--- src/rtl/tast_pkg.sv ---
`default_nettype none

package tast_pkg;

    localparam int ADDR_W  = 12;
    localparam int AGE_W   = 8;
    localparam int TEXT_W  = 56;
    localparam int INDEX_W = 3;

    localparam logic [ADDR_W-1:0] ADDR_CEILING = 12'd2048;
    localparam logic [ADDR_W-1:0] LIMIT_RESET  = 12'd99;

    typedef struct packed {
        logic [TEXT_W-1:0] name;
        logic              thrown;
        logic [AGE_W-1:0]  age;
        logic [ADDR_W-1:0] addr;
    } t_slot;

    typedef struct packed {
        logic             name_hit;
        logic             addr_hit;
        logic             age_gt;
        logic [AGE_W-1:0] age_next;
    } t_eval;

endpackage

`default_nettype wire

--- src/rtl/tast_slot_store.sv ---
`default_nettype none

module tast_slot_store #(
    parameter int SLOT_COUNT = 8,
    parameter int IDX_W      = 3
) (
    input  wire                  i_clk,
    input  wire                  i_rst_n,
    input  wire                  i_rd_en,
    input  wire [IDX_W-1:0]      i_rd_idx,
    output tast_pkg::t_slot      o_rd_slot,
    input  wire                  i_wr_en,
    input  wire [IDX_W-1:0]      i_wr_idx,
    input  tast_pkg::t_slot      i_wr_slot
);

    tast_pkg::t_slot       r_mem [SLOT_COUNT];
    logic [SLOT_COUNT-1:0] r_valid;
    tast_pkg::t_slot       r_rd_word;
    logic                  r_rd_valid;

    // unwritten slots read as the reset value (all zero)
    always_ff @(posedge i_clk) begin
        if (i_wr_en) begin
            r_mem[i_wr_idx] <= i_wr_slot;
        end
        if (i_rd_en) begin
            r_rd_word <= r_mem[i_rd_idx];
        end
    end

    always_ff @(posedge i_clk) begin
        if (!i_rst_n) begin
            r_valid    <= '0;
            r_rd_valid <= 1'b0;
        end else begin
            if (i_wr_en) begin
                r_valid[i_wr_idx] <= 1'b1;
            end
            if (i_rd_en) begin
                r_rd_valid <= r_valid[i_rd_idx];
            end
        end
    end

    assign o_rd_slot = r_rd_valid ? r_rd_word : '0;

endmodule

`default_nettype wire

--- src/rtl/tast_slot_eval.sv ---
`default_nettype none

module tast_slot_eval (
    input  tast_pkg::t_slot                     i_slot,
    input  wire [tast_pkg::ADDR_W-1:0]          i_key_addr,
    input  wire [tast_pkg::TEXT_W-1:0]          i_key_text,
    input  wire [tast_pkg::AGE_W-1:0]           i_top_age,
    output tast_pkg::t_eval                     o_eval
);

    always_comb begin
        o_eval.name_hit = (i_slot.name == i_key_text);
        o_eval.addr_hit = (i_slot.addr == i_key_addr);
        o_eval.age_gt   = (i_slot.age > i_top_age);
        o_eval.age_next = i_slot.age + tast_pkg::AGE_W'(1);
    end

endmodule

`default_nettype wire

--- src/rtl/turnout_age_slot_table_core.sv ---
// Accessory slot table with age-based replacement.
// Input channel: i_in_valid / o_in_ready carry one command transaction
// (address, numeric name, text name and flags). Output channel:
// o_out_valid / i_out_ready carry one result transaction per command:
// status, slot index, slot address and thrown bit.
// i_cfg_we writes i_cfg_data into the display limit; write only when idle.
// Each command walks the slot memory up to three times through one read
// port and one shared compare/increment unit, one slot per cycle:
//   name lookup (only for a short text-only name)
//   age / address scan
//   write-back with aging
// plus control states between and after the passes; a rejected command
// skips the scan and write-back. One command is in flight at a time.
// The result sits in an output register; while the receiver stalls, a
// finished result waits there and the next command may already be taken.
// Reset (synchronous, active low) empties the table through per-slot valid
// bits and sets the display limit to 99.
`default_nettype none

module turnout_age_slot_table_core #(
    parameter int SLOT_COUNT = 8,
    parameter int NAME_CHARS = 7
) (
    input  wire                            i_clk,
    input  wire                            i_rst_n,
    input  wire                            i_cfg_we,
    input  wire [tast_pkg::ADDR_W-1:0]     i_cfg_data,
    input  wire                            i_in_valid,
    output logic                           o_in_ready,
    input  wire [tast_pkg::ADDR_W-1:0]     i_address_value,
    input  wire [tast_pkg::ADDR_W-1:0]     i_name_value,
    input  wire [tast_pkg::TEXT_W-1:0]     i_name_text,
    input  wire                            i_name_present,
    input  wire                            i_name_long,
    input  wire                            i_state_present,
    input  wire                            i_state_thrown,
    output logic                           o_out_valid,
    input  wire                            i_out_ready,
    output logic                           o_status,
    output logic [tast_pkg::INDEX_W-1:0]   o_slot_index,
    output logic [tast_pkg::ADDR_W-1:0]    o_slot_address,
    output logic                           o_slot_thrown
);

    localparam int IDX_W = (SLOT_COUNT > 1) ? $clog2(SLOT_COUNT) : 1;
    localparam int CNT_W = $clog2(SLOT_COUNT + 1);
    localparam logic [tast_pkg::TEXT_W-1:0] NAME_MASK = (NAME_CHARS >= 7) ? '1 :
        ((tast_pkg::TEXT_W'(1) << (8 * NAME_CHARS)) - tast_pkg::TEXT_W'(1));

    typedef enum logic [2:0] {
        S_IDLE, S_NAME, S_CHECK, S_SCAN, S_PICK, S_UPD, S_DONE
    } t_state;

    t_state                        r_state;
    logic [tast_pkg::ADDR_W-1:0]   r_limit;
    logic [tast_pkg::ADDR_W-1:0]   r_addr;
    logic [tast_pkg::TEXT_W-1:0]   r_text;
    logic                          r_has_name;
    logic                          r_has_state;
    logic                          r_thrown;
    logic [CNT_W-1:0]              r_cnt;
    logic                          r_pend;
    logic [IDX_W-1:0]              r_pidx;
    logic                          r_found;
    logic                          r_hit;
    logic                          r_replace;
    logic [IDX_W-1:0]              r_sel;
    logic [IDX_W-1:0]              r_oldest;
    logic [tast_pkg::AGE_W-1:0]    r_top;
    logic                          r_out_valid;
    logic                          r_res_status;
    logic                          r_out_status;
    logic [tast_pkg::INDEX_W-1:0]  r_out_index;
    logic [tast_pkg::ADDR_W-1:0]   r_out_addr;
    logic                          r_out_thrown;

    logic                          in_pass;
    logic                          rd_en;
    logic                          last;
    logic                          reject;
    logic [tast_pkg::ADDR_W-1:0]   first_addr;
    tast_pkg::t_slot               rd_slot;
    tast_pkg::t_slot               wr_slot;
    tast_pkg::t_eval               ev;

    tast_slot_store #(
        .SLOT_COUNT (SLOT_COUNT),
        .IDX_W      (IDX_W)
    ) u_store (
        .i_clk     (i_clk),
        .i_rst_n   (i_rst_n),
        .i_rd_en   (rd_en),
        .i_rd_idx  (r_cnt[IDX_W-1:0]),
        .o_rd_slot (rd_slot),
        .i_wr_en   ((r_state == S_UPD) && r_pend),
        .i_wr_idx  (r_pidx),
        .i_wr_slot (wr_slot)
    );

    tast_slot_eval u_eval (
        .i_slot     (rd_slot),
        .i_key_addr (r_addr),
        .i_key_text (r_text),
        .i_top_age  (r_top),
        .o_eval     (ev)
    );

    assign in_pass    = (r_state == S_NAME) || (r_state == S_SCAN) || (r_state == S_UPD);
    assign rd_en      = in_pass && (r_cnt < CNT_W'(SLOT_COUNT));
    assign last       = r_pend && (r_pidx == IDX_W'(SLOT_COUNT - 1));
    assign first_addr = (i_address_value != '0) ? i_address_value :
                        (i_name_present ? i_name_value : '0);
    assign reject     = !r_has_state || (r_addr == '0) ||
                        (r_addr > tast_pkg::ADDR_CEILING) || (r_addr > r_limit);

    always_comb begin
        wr_slot = rd_slot;
        if (r_pidx == r_sel) begin
            wr_slot.addr   = r_addr;
            wr_slot.thrown = r_thrown;
            if (r_replace) begin
                wr_slot.age = '0;
            end
            if (r_has_name) begin
                wr_slot.name = r_text & NAME_MASK;
            end
        end else begin
            wr_slot.age = ev.age_next;
        end
    end

    always_ff @(posedge i_clk) begin
        if (!i_rst_n) begin
            r_state     <= S_IDLE;
            r_limit     <= tast_pkg::LIMIT_RESET;
            r_cnt       <= '0;
            r_pend      <= 1'b0;
            r_out_valid <= 1'b0;
        end else begin
            if (i_cfg_we) begin
                r_limit <= i_cfg_data;
            end
            if (r_out_valid && i_out_ready && (r_state != S_DONE)) begin
                r_out_valid <= 1'b0;
            end
            if (in_pass) begin
                r_pend <= rd_en;
                if (rd_en) begin
                    r_cnt  <= r_cnt + CNT_W'(1);
                    r_pidx <= r_cnt[IDX_W-1:0];
                end
            end
            case (r_state)
                S_IDLE: begin
                    if (i_in_valid) begin
                        r_addr      <= first_addr;
                        r_text      <= i_name_text;
                        r_has_name  <= i_name_present;
                        r_has_state <= i_state_present;
                        r_thrown    <= i_state_thrown;
                        r_cnt       <= '0;
                        r_pend      <= 1'b0;
                        r_found     <= 1'b0;
                        if ((first_addr == '0) && i_name_present && !i_name_long) begin
                            r_state <= S_NAME;
                        end else begin
                            r_state <= S_CHECK;
                        end
                    end
                end
                S_NAME: begin
                    if (r_pend && !r_found && ev.name_hit) begin
                        r_found <= 1'b1;
                        r_addr  <= rd_slot.addr;
                    end
                    if (last) begin
                        r_state <= S_CHECK;
                    end
                end
                S_CHECK: begin
                    r_cnt    <= '0;
                    r_pend   <= 1'b0;
                    r_top    <= '0;
                    r_oldest <= '0;
                    r_hit    <= 1'b0;
                    r_sel    <= '0;
                    if (reject) begin
                        r_res_status <= 1'b1;
                        r_state      <= S_DONE;
                    end else begin
                        r_res_status <= 1'b0;
                        r_state      <= S_SCAN;
                    end
                end
                S_SCAN: begin
                    if (r_pend && ev.age_gt) begin
                        r_top    <= rd_slot.age;
                        r_oldest <= r_pidx;
                    end
                    if (r_pend && !r_hit && ev.addr_hit) begin
                        r_hit <= 1'b1;
                        r_sel <= r_pidx;
                    end
                    if (last) begin
                        r_state <= S_PICK;
                    end
                end
                S_PICK: begin
                    r_cnt     <= '0;
                    r_pend    <= 1'b0;
                    r_replace <= !r_hit;
                    if (!r_hit) begin
                        r_sel <= r_oldest;
                    end
                    r_state <= S_UPD;
                end
                S_UPD: begin
                    if (last) begin
                        r_state <= S_DONE;
                    end
                end
                S_DONE: begin
                    if (!r_out_valid || i_out_ready) begin
                        r_out_valid  <= 1'b1;
                        r_out_status <= r_res_status;
                        r_out_index  <= r_res_status ? '0 : tast_pkg::INDEX_W'(r_sel);
                        r_out_addr   <= r_res_status ? '0 : r_addr;
                        r_out_thrown <= r_res_status ? 1'b0 : r_thrown;
                        r_state      <= S_IDLE;
                    end
                end
                default: begin
                    r_state <= S_IDLE;
                end
            endcase
        end
    end

    assign o_in_ready     = (r_state == S_IDLE);
    assign o_out_valid    = r_out_valid;
    assign o_status       = r_out_status;
    assign o_slot_index   = r_out_index;
    assign o_slot_address = r_out_addr;
    assign o_slot_thrown  = r_out_thrown;

    a_reject_zero: assert property (@(posedge i_clk) disable iff (!i_rst_n)
        (o_out_valid && o_status) |->
        (o_slot_index == '0) && (o_slot_address == '0) && !o_slot_thrown)
        else $error("rejected result carries nonzero fields");

    a_update_addr: assert property (@(posedge i_clk) disable iff (!i_rst_n)
        (o_out_valid && !o_status) |->
        (o_slot_address != '0) && (o_slot_address <= tast_pkg::ADDR_CEILING))
        else $error("updated slot address out of range");

    a_busy_after_accept: assert property (@(posedge i_clk) disable iff (!i_rst_n)
        (i_in_valid && o_in_ready) |=> !o_in_ready)
        else $error("second transaction taken while busy");

    a_cnt_bound: assert property (@(posedge i_clk) disable iff (!i_rst_n)
        r_cnt <= CNT_W'(SLOT_COUNT))
        else $error("slot counter past table size");

endmodule

`default_nettype wire

--- config.mk ---
export PLATFORM = sky130hd
export DESIGN_NAME = turnout_age_slot_table_core
export DESIGN_NICKNAME = d
export VERILOG_FILES = /design/src/rtl/tast_pkg.sv /design/src/rtl/tast_slot_store.sv /design/src/rtl/tast_slot_eval.sv /design/src/rtl/turnout_age_slot_table_core.sv
export SDC_FILE = /design/constraint.sdc
export NUM_CORES = 1
export LEC_CHECK = 0
export BUFFER_PORTS_ARGS = -buffer_cell sky130_fd_sc_hd__buf_2
export CORE_UTILIZATION = 55
export DETAILED_ROUTE_END_ITERATION = 8
export PLACE_DENSITY = 0.75
export RECOVER_POWER = 25
export SYNTH_ARGS = -nofsm -noshare
export SYNTH_HDL_FRONTEND = slang
export SYNTH_SLANG_ARGS = --single-unit
--- constraint.sdc ---
create_clock -name i_clk -period 6.26 [get_ports i_clk]
set_input_delay 0.313 -clock i_clk [delete_from_list [all_inputs] [get_ports i_clk]]
set_output_delay 0.313 -clock i_clk [all_outputs]
set_load 0.01 [all_outputs]
# Yosys cells after proc, flatten, opt, wreduce, memory -nomap -nowiden
# Memory sizes are Yosys's and may differ from the RTL's. A register that Yosys moved wholly into a read port is not among the register bits.
# Cells that the tools add are included.
# classes
n_addsub	2
n_eq_ne	20
bitwise_logic	1
n_reduce_logical	42
n_lt_le_gt_ge	7
n_mux	48
# op_table
op	n
$mux 77	1
$mux 12	5
$mux 57	1
$eq 56x56->1	1
$mux 56	1
$mux 3	9
$logic_not 12->1	2
$mux 8	3
$pmux 12 s2	1
$pmux 3 s7	1
$pmux 8 s2	1
$reduce_and 3->1	5
$logic_and 1x1->1	13
$mux 1	13
$eq 12x12->1	1
$eq 3x3->1 const B	4
$gt 12x12->1	1
$gt 12x12->1 const B	1
$mux 4	3
$ne 2x2->1 const B	6
$reduce_bool 12->1	1
$pmux 3 s3	1
$add 8x1->8 const B	1
$gt 8x8->1	1
25 further kinds	43
# totals
out_inout_bits	19
mem_count	1
ram_bits	616
elab_cells	145
regBits	139
# memory_table
name	words	width	rd	rd_clocked_by_memory_dff	wr	line	source
u_store.r_mem	8	77	1	1	1	tast_slot_store.sv:17	tast_pkg::t_slot r_mem [SLOT_COUNT];

# Logic depth before layout (Yosys ltp)
# logic_depth
depth_word	8
mapped_depth	14
depth_no_buf	10

# Modules after synthesis
# From an unflattened synthesis, not the netlist that was laid out.
# unflattened
cells_unflattened	1695
hier_area_um2	33634.8
# modules_own_cells
mod	area_each_um2	n_inst	seq_area_each_um2	cells_per_inst
tast_slot_store	26321.5	1	20990.1	1091
turnout_age_slot_table_core	6266.0	1	3693.5	471
tast_slot_eval	1047.3	1	0.0	133

# Least setup slack after synthesis
# Ideal clock, no wire load.
# synth_path
kind	flip-flop to flip-flop
from	reg r_state[2]
to	mem u_store.r_mem[1][0] (netlist name) (enable)
setup_ns	0.606
stages_incl_launch_ff	6
n_path_buf	1
path_slack_ns	-0.585
period_less_slack_ns	6.845
arrival_time_ns	6.239
cell_sequence	dfxtp_1 -> clkbuf_1 -> nand2_1 -> nor2_1 -> nand3_1 -> nor3_1
# synth_between
elab_chain_cells	4
# synth_lines
element	line	source
from (decl)	turnout_age_slot_table_core.sv:54	t_state r_state;
from (signal assigned)	turnout_age_slot_table_core.sv:134	r_state <= S_IDLE;
from (signal assigned)	turnout_age_slot_table_core.sv:165	r_state <= S_NAME;
from (signal assigned)	turnout_age_slot_table_core.sv:167	r_state <= S_CHECK;
$eq 3x3->1	turnout_age_slot_table_core.sv:95	.i_wr_en ((r_state == S_UPD) && r_pend),
$logic_and 1x1->1	turnout_age_slot_table_core.sv:95	
$mux 1	tast_slot_store.sv:24	if (i_wr_en) begin
$mux 1 (not written as such)	tast_slot_store.sv:25	r_mem[i_wr_idx] <= i_wr_slot;
to (decl)	tast_slot_store.sv:17	
# Every way passes these cells.

# Final worst setup path
# layout_path
from	reg u_store.r_rd_valid
to	reg r_addr[11] (netlist name) (enable)
# layout_between
elab_chain_cells	5
# layout_lines
element	line	source
from (decl)	tast_slot_store.sv:20	logic r_rd_valid;
from (signal assigned)	tast_slot_store.sv:41	r_rd_valid <= r_valid[i_rd_idx];
$mux 77	tast_slot_store.sv:46	assign o_rd_slot = r_rd_valid ? r_rd_word : '0;
$eq 56x56->1	tast_slot_eval.sv:12	o_eval.name_hit = (i_slot.name == i_key_text);
$logic_and 1x1->1	turnout_age_slot_table_core.sv:172	if (r_pend && !r_found && ev.name_hit) begin
$ne 2x1->1 (no line)	--	
$reduce_and 4->1 (no line)	--	
to (signal assigned)	turnout_age_slot_table_core.sv:156	r_addr <= first_addr;
to (signal assigned)	turnout_age_slot_table_core.sv:174	r_addr <= rd_slot.addr;
to (decl)	turnout_age_slot_table_core.sv:56	logic [tast_pkg::ADDR_W-1:0] r_addr;
# Every way passes these cells.
# A chain may end at the register's enable or synchronous reset.

==> metrics.md <==
| Metric | Value |
|---|---|
| Relative slew margins | `-182%` |
| Ratio of cells with drive above 1 in the final layout | `21.5%` |
| Finished Core Util | `63.9%` |
| Ys flop type | `edfxtp_1` |
| Top-area cell type share of the netlist area | `71.6%` |
| Residual DRC count | `0` |
| Antenna Nets Post-Route | `0` |
| Synth Warn # | `0` |
| Placed insts | `2697` |
| Core Footprint | `59400 µm²` |
| GRT Resource Usage Total | `23.8%` |
| Max cap viols | `9` |
| Post-Synthesis Cells | `1872` |
| Final period util | `80.7%` |
| FMAX | `0.198 GHz` |
| I/O pin count | `120` |
| GRT Residual Overflow | `0` |
| Post-synth EDFFs | `793` |
| Most common cell after layout, fill and taps aside | `edfxtp_1` |
| Worst-Margin Slew | `4.23 ns` |
| Die ar. | `61400 µm²` |
| Max incr delay on CP | `1.93 ns` |
| Worst Hold Path EP | `r_addr[3]` |
| Post-Layout Cell Count | `2914` |
| Initial antenna violation count | `0` |
| Drt initial violations | `1955` |
| Min Clock Period, post-route | `5.05 ns` |
| Tot Pwr | `13.1 mW` |
| GPL Wtd Cong | `0.876` |
| Crit path max-delay cell type | `dfxtp_1` |
| Count of cell types in the netlist | `61` |
| CTS root buf | `clkbuf_16` |
| Register area share after synthesis | `73.4%` |
| # setup viols final | `0` |
| Final wirelength | `71.7 mm` |
| Post-DP HPWL | `39.8 mm` |
| H-tree depth | `3` |
| Largest net degree at the start of global routing | `145` |
| Row Count | `89` |
| Hold Crit Depth | `3` |
| Hold Fails Final Rpt | `0` |
| DR pass1 iterations | `6` |
| Worst-case reg-to-reg path depth | `7` |
| Critical path endpoint category | `register` |
| R2r endpoint | `r_addr[11]` |
| CTS tree | `done` |
| Starting Density | `56.0%` |
| Critical path peak fanout | `61` |
| Pwr per Cell Area | `345 nW/µm²` |
| NumNets Final | `2201` |
| Layout Area Growth over Synthesis | `14.0%` |
| Hold Worst Slack | `0.0661 ns` |
| R2r setup slk | `1.21 ns` |
| Min-delay src | `i_address_value[3]` |
| Leak | `12.2 nW` |
| Syn_nets | `1995` |
| Sink Count | `823` |
| Status | `finished, violations left` |
| Clk_skew | `0.0275 ns` |
| Cts bufs inserted | `81` |
| Chip height | `248 µm` |
| Asr flop ratio synth | `0%` |
| Avg Cell Area, Syn | `17.8 µm²` |
| FILL cells | `3967` |
| ANT cells | `0` |
| Worst vdd ir | `0.302 mV` |
| Most frequent cells in the layout | `edfxtp_1, nand2_1, mux4_2, o21ai_0` |
| Clock Path Buffers | `3` |
| Via/cell ratio | `6.23` |
| Clock Latency Late Sink | `0.63 ns` |
| Synth area leaders | `edfxtp_1, mux4_2, mux2_2` |
| Setup_tns | `0 ns` |
| Clock-pin slew on the worst setup and hold paths | `0.06 ns` |
| CP cell instances | `buf_4 > nand2_1 > a211oi_2 > nand4_1 > a2111o_1 > or4_1 > nand2b_1` |
| Critical path arrival | `5.31 ns` |
| WL per Instance | `24.6 µm` |
| Worst EP required | `6.52 ns` |
| Worst min path class | `in -> reg` |
| Number of global-route vias before repair | `18300` |
| Synth Cell Area | `33300 µm²` |
| WS Path Type | `reg -> reg` |
| Unrepaired setup endpoints after global routing | `false` |
| Detailed-route via count | `18200` |
| Synth Register Bits | `823` |
| Global-route wire length before repair | `108 mm` |
| Failing checks | `max-capacitance violations, max-slew violations` |
| Yosys top cell by area | `edfxtp_1` |
| Fin. max-slew vios | `460` |
| Crit-path leading delay family | `flip-flops` |
| Buf/Inv on CP | `1` |
| Die width | `248 µm` |
| CP Launch Type | `register` |
| Port-buffer cells | `119` |
| Crit Reg-Reg Startpoint | `u_store.r_rd_valid` |
worst max-delay path by stage:
| stage | startpoint | cells after the start | slack, ns | to |
|---|---|---|---|---|
| 2_1_floorplan | r_state[0] | 4 | 1.39 | r_pidx[0] |
| 3_3_place_gp | r_state[0] | 7 | 2.40 | r_addr[2] |
| 3_5_place_dp | r_state[0] | 7 | 2.23 | r_addr[1] |
| 4_1_cts | r_state[0] | 7 | 2.21 | r_addr[5] |
| 5_1_grt | u_store.r_rd_valid | 11 | 0.99 | r_oldest[2] |
| 6_report | u_store.r_rd_valid | 7 | 1.21 | r_addr[11] |
kinds of logic after synthesis:
kind of cell / Yosys count / share of synthesized area (%)
adders and majority gates: 22 / 0.828
and+or+nand+nor: 365 / 5.17
DFF: 823 / 73.4
buffers and inverters: 142 / 1.74
muxes: 244 / 13.4
AOI/OAI and AO/OA: 248 / 4.67
xor gates and xnor gates: 28 / 0.738
metrics by stage:
stage | instance area, µm² | setup WS (ns)
final | 37900 | 1.21
after floorplan | 33300 | 1.39
after global routing | 37900 | 0.994
after global placement | 34700 | 2.40
after detailed placement | 34700 | 2.23
after CTS | 38000 | 2.21
sequential cells by signal, indices dropped and copies added (netlist names), 3 cells and up:
name and count:
u_store.r_mem 608, u_store.r_rd_word 76, r_text 56, o_slot_address 12, r_addr 12, r_limit 12
r_top 8, u_store.r_valid 8, r_cnt 4, o_slot_index 3, r_oldest 3, r_pidx 3
r_sel 3, r_state 3
cell usage after synthesis (all sizes together), types with 2 or more instances:
library cell / count
or4: 5
xor2: 12
nand4b: 6
mux2: 77
nor2b: 25
o21ai: 105
o22ai: 14
nand2: 174
buf: 35
nand3b: 5
a211o: 2
a31oi: 2
o21a: 9
mux2i: 13
nor4bb: 6
and3: 3
nor3: 11
o31ai: 12
a31o: 6
nor4: 12
nand4: 7
edfxtp: 793
nand2b: 6
nand3: 28
and2: 18
o2111ai: 2
dfxtp: 30
a221oi: 3
mux4: 154
a21oi: 30
clkbuf: 57
ha: 22
a211oi: 15
o211ai: 6
a22oi: 15
nor2: 57
a21o: 9
inv: 50
xnor2: 16
a22o: 5
a222oi: 2
final cells by class:
class                      count  area [µm²]  area share, %
clock inverter                42         417           1.10
sequential                   823       24400           64.4
clock buffer                 104        2170           5.71
multi-input combinational    907        8310           21.9
inverter                      50         188          0.495
timing repair buffer         215        1450           3.83
tap                          773         967           2.55
what timing repair did:
| item | CTS | global route |
|---|---|---|
| hold buffers | 71 | 0 |
| buffers inserted | 0 | 0 |
| hold endpoints to repair | 71 | 0 |
| endpoints found under the setup margin | 0 | 0 |
| gates resized for setup | 0 | 0 |
worst reg2reg max path: cells and delay by family, from the launching register on:
kind | cells | cell delay [ns]
and+or+nand+nor | 4 | 1.36
buffers and inverters | 1 | 0.72
DFF | 1 | 1.93
AOI/OAI and AO/OA | 2 | 0.69
routing by layer:
metal  up-vias  global-route usage [%]  share of wire (%)
li1       7856                       -                  -
met1      9275                    32.9                 41
met2       910                    39.2                 49
met3       126                    4.44                7.9
met4         0                    6.60                2.2
met5         -                       0                  0
power by group:
part,internal (mW),switching (mW),total [mW]
sequential,6.61,0.324,6.93
combinational,0.503,0.919,1.42
clock,2.71,2.03,4.74
No activity file was read; power rests on OpenSTA's default activity.
